$ cat src/hw/rtl/row_peak_pair_color_compositor_core_macros.svh
// Assertion helpers for the compositor core RTL.
`ifndef ROW_PEAK_PAIR_COLOR_COMPOSITOR_CORE_MACROS_SVH
`define ROW_PEAK_PAIR_COLOR_COMPOSITOR_CORE_MACROS_SVH

// same-cycle implication
`define RPPC_ASSERT_NOW(label, clk, rst, ante, cons) \
   label: assert property (@(posedge clk) disable iff (rst) (ante) |-> (cons)) \
      else $error("rppc assertion failed");

// next-cycle implication
`define RPPC_ASSERT_NEXT(label, clk, rst, ante, cons) \
   label: assert property (@(posedge clk) disable iff (rst) (ante) |=> (cons)) \
      else $error("rppc assertion failed");

`endif

$ cat src/hw/rtl/rppc_pkg.sv
package rppc_pkg;

   localparam logic OP_MERGE = 1'b0;
   localparam logic OP_READ  = 1'b1;

   // owner code with bit 2 set means the row holds no colour
   localparam logic [2:0] NO_COLOR = 3'b100;

   typedef struct packed {
      logic       operation;
      logic [8:0] row;
      logic [7:0] sample_value;
      logic [1:0] channel_color;
   } req_type;

   typedef struct packed {
      logic [8:0]  out_row;
      logic [7:0]  top_value;
      logic [7:0]  second_value;
      logic        has_color;
      logic [1:0]  owner_color;
      logic [17:0] lut_address;
   } rsp_type;

   typedef struct packed {
      logic [2:0] owner;
      logic [7:0] top;
      logic [7:0] second;
   } entry_type;

   localparam entry_type EMPTY_ENTRY = '{owner: NO_COLOR, top: 8'd0, second: 8'd0};

endpackage

$ cat src/hw/rtl/rppc_merge.sv
module rppc_merge import rppc_pkg::*; (
   input  req_type   item,
   input  logic      in_range,
   input  entry_type entry,
   output entry_type entry_next,
   output logic      write_en,
   output rsp_type   result
);

   entry_type shown;
   logic      has;

   always_comb begin
      entry_next = entry;
      write_en   = in_range;
      if (item.operation == OP_READ) begin
         entry_next = EMPTY_ENTRY;
      end else if (entry.owner != {1'b0, item.channel_color}) begin
         if (entry.top <= item.sample_value) begin
            entry_next.owner  = {1'b0, item.channel_color};
            entry_next.top    = item.sample_value;
            entry_next.second = entry.top;
         end else if (entry.second < item.sample_value) begin
            entry_next.second = item.sample_value;
         end
      end else if (entry.top < item.sample_value) begin
         entry_next.top = item.sample_value;
      end
   end

   // rows past the store read back as empty
   assign shown = in_range ? entry : EMPTY_ENTRY;
   assign has   = ~shown.owner[2];

   always_comb begin
      result.out_row      = item.row;
      result.top_value    = shown.top;
      result.second_value = shown.second;
      result.has_color    = has;
      result.owner_color  = has ? shown.owner[1:0] : 2'd0;
      result.lut_address  = has ? {shown.owner[1:0], shown.top, shown.second} : 18'd0;
   end

endmodule

$ cat config.mk
export PLATFORM = sky130hd
export DESIGN_NAME = rppc_merge
export DESIGN_NICKNAME = d
export VERILOG_FILES = /design/src/hw/rtl/row_peak_pair_color_compositor_core_macros.svh /design/src/hw/rtl/rppc_pkg.sv /design/src/hw/rtl/rppc_merge.sv
export SDC_FILE = /design/constraint.sdc
export NUM_CORES = 1
export LEC_CHECK = 0
export BUFFER_PORTS_ARGS = -buffer_cell sky130_fd_sc_hd__clkbuf_2
export CORE_AREA = 4 4 61 63
export DETAILED_ROUTE_END_ITERATION = 16
export DIE_AREA = 0 0 65 67
export PLACE_DENSITY = 0.9
export SYNTH_ARGS = -nofsm -noshare
export SYNTH_HDL_FRONTEND = slang
export SYNTH_SLANG_ARGS = --single-unit
$ cat constraint.sdc
create_clock -name vclk -period 2.65
set_input_delay 0.53 -clock vclk [all_inputs]
set_output_delay 0.53 -clock vclk [all_outputs]
set_load 0.01 [all_outputs]
==> results_dict.tcl <==
set metrics [dict create \
    slew_headroom 0.665 \
    route.detailed.drc 0 \
    grt_pass1_vias 1540 \
    peakVddDrop_v 0.0000974 \
    dr_total_vias 1790 \
    power.density_nw_per_um2 218 \
    synth_cell_type_count 30 \
    grt_overflow 0 \
    grt_antenna_before_repair 0 \
    syn-num-nets 231 \
    fmax_ghz 0.366 \
    synth-xor-area-share 0.0144 \
    drt.antenna.violating_nets 0 \
    setup_ws_ns -0.0847 \
    hold_buffers 0 \
    hold_ws_ns 1.06 \
    yosysWarnings 0 \
    avgSynthCellArea_um2 6.92 \
    path_max_fanout 8 \
    fp.dieW_um 65 \
    area_growth_pct 80.4 \
    multi_input_area_um2 1330 \
    synth-simple-area-share 0.366 \
    grt_util_all_layers 0.209 \
    crit_path_start_kind "input pin" \
    leakagePower_nw 1.13 \
    synthAdderAreaFrac 0.154 \
    boundaryPins 106 \
    num_rows 21 \
    seq_area_frac_synth 0 \
    layout_commonest_cell "clkbuf_2" \
    setup_tns_ns -0.893 \
    endpoint_kind "output port" \
    drv_slew 0 \
    die_h_um 67 \
    wl_per_cell_um 17.9 \
    hold_viol 0 \
    min_from "item[11]" \
    core-area_um2 3230 \
    min_period_ns 2.73 \
    hold_end "result[38]" \
    dr.pass1.iters 5 \
    setup_viol 18 \
    worst_pin_slew_ns 0.502 \
    place_congestion 0.930 \
    worstPathArrival_ns 2.20 \
    syn_inst 176 \
    min_path_cells 0 \
    finalCritPeriodShare 1.03 \
    design.seq.count 0 \
    dp_hpwl_mm 3.57 \
    initial_core_util 0.377 \
    grt_pass1_wl_mm 7.36 \
    status "finished with violations" \
    final-seq-area_um2 0 \
    synth_top_family_by_area "simple AND/OR/NAND/NOR gates" \
    maxCapViolCount 0 \
    violations "setup timing" \
    muxShareOfSynthArea 0.0657 \
    io_buffers 88 \
    holdCritPathClass "in2out" \
    die_area_um2 4360 \
    rsz0062_at_grt "true" \
    worstSetupPathType "in2out" \
    grt_max_degree 26 \
    antenna_cells 0 \
    nClkBuffers 0 \
    cp.required_ns 2.12 \
    final_net_count 331 \
    layout.cells.most_common_list "clkbuf_2, and2_1, buf_4" \
    fillCellCount 251 \
    drive_gt1_frac 0.595 \
    vias_per_cell 5.59 \
    drtIter0Drc 105 \
    wirelength_mm 5.73 \
    synth-compound-area-share 0.253 \
    syn_area_um2 1220 \
]
## critical path, cell delays in order
cell      delay, ns
clkbuf_2       0.10
inv_2          0.08
ha_4           0.27
and4_4         0.29
nand2_4        0.09
buf_4          0.14
o22a_1         0.20
buf_12         0.16
mux2i_1        0.17
clkbuf_2       0.16
## layout make-up
| type | count | share of cell area |
|---|---|---|
| well taps | 46 | 0.0262 |
| multi-input cells | 146 | 0.606 |
| repair buffers | 118 | 0.340 |
| inverters | 10 | 0.0273 |
## stage by stage
stage	area, um2	power (mW)	utilization	cells	worst slack (ns)
4_1_cts	1970	0.403	0.608	318	-0.138
3_3_place_gp	1770	0.352	0.549	313	-0.191
2_1_floorplan	1220	0.217	-	176	0.0692
5_1_grt	2200	0.513	0.680	320	-0.140
3_5_place_dp	1770	0.360	0.549	313	-0.228
6_report	2200	0.479	0.680	320	-0.0847
## worst max-delay path by stage
stage / endpoint / slack [ns] / from
floorplan: entry_next[2] / 0.07 / item[4]
global placement: entry_next[1] / -0.19 / item[4]
detailed placement: entry_next[1] / -0.23 / item[6]
CTS: entry_next[0] / -0.14 / item[4]
global route: entry_next[3] / -0.14 / item[8]
finish: entry_next[11] / -0.08 / item[8]
## where the power goes
group / internal, mW / switching, mW
Sequential: 0 / 0
Clock: 0 / 0
Combinational: 0.226 / 0.252
Total: 0.226 / 0.252
## what timing repair did
item | CTS | global route
resized for setup | 28 | 65
setup endpoints to repair | 19 | 19
pin swaps | 12 | 13
setup buffers | 5 | 0
cloned | 0 | 2
## cells by family (layout without fill, tap and decap cells)
kind of cell,Yosys count,count (layout)
AOI/OAI and AO/OA,43,44
buffers and inverters,32,128
adders and majority gates,15,15
xor gates and xnor gates,2,2
and+or+nand+nor,76,77
muxes,8,8
## routing by layer
layer  vias to the layer above  share of wire  track usage  wire, um
met2                       111           0.49        0.375      2790
met4                         0          0.031       0.0211       176
met5                         -              0            0         0
met1                       839           0.40        0.274      2280
li1                        822              -            -         -
met3                        18          0.084       0.0253       480
## synth_stat cells (all sizes together)
cell | n | share of area
nand3 | 6 | 0.035
o21a | 1 | 0.0062
o211a | 3 | 0.025
inv | 10 | 0.031
and4 | 2 | 0.014
o41ai | 8 | 0.057
ha | 15 | 0.15
a21oi | 5 | 0.030
a21o | 1 | 0.0062
o211ai | 1 | 0.0062
o21ai | 13 | 0.053
buf | 15 | 0.095
nor3 | 1 | 0.0082
a31oi | 8 | 0.041
mux2i | 8 | 0.066
nand2 | 20 | 0.062
or3 | 9 | 0.050
nor2b | 2 | 0.010
xor2 | 2 | 0.014
and2 | 35 | 0.18
a211oi | 2 | 0.021
clkbuf | 7 | 0.022
o22a | 1 | 0.0072
nor4 | 1 | 0.0051
Note: power is estimated with default switching activity, not from simulation.
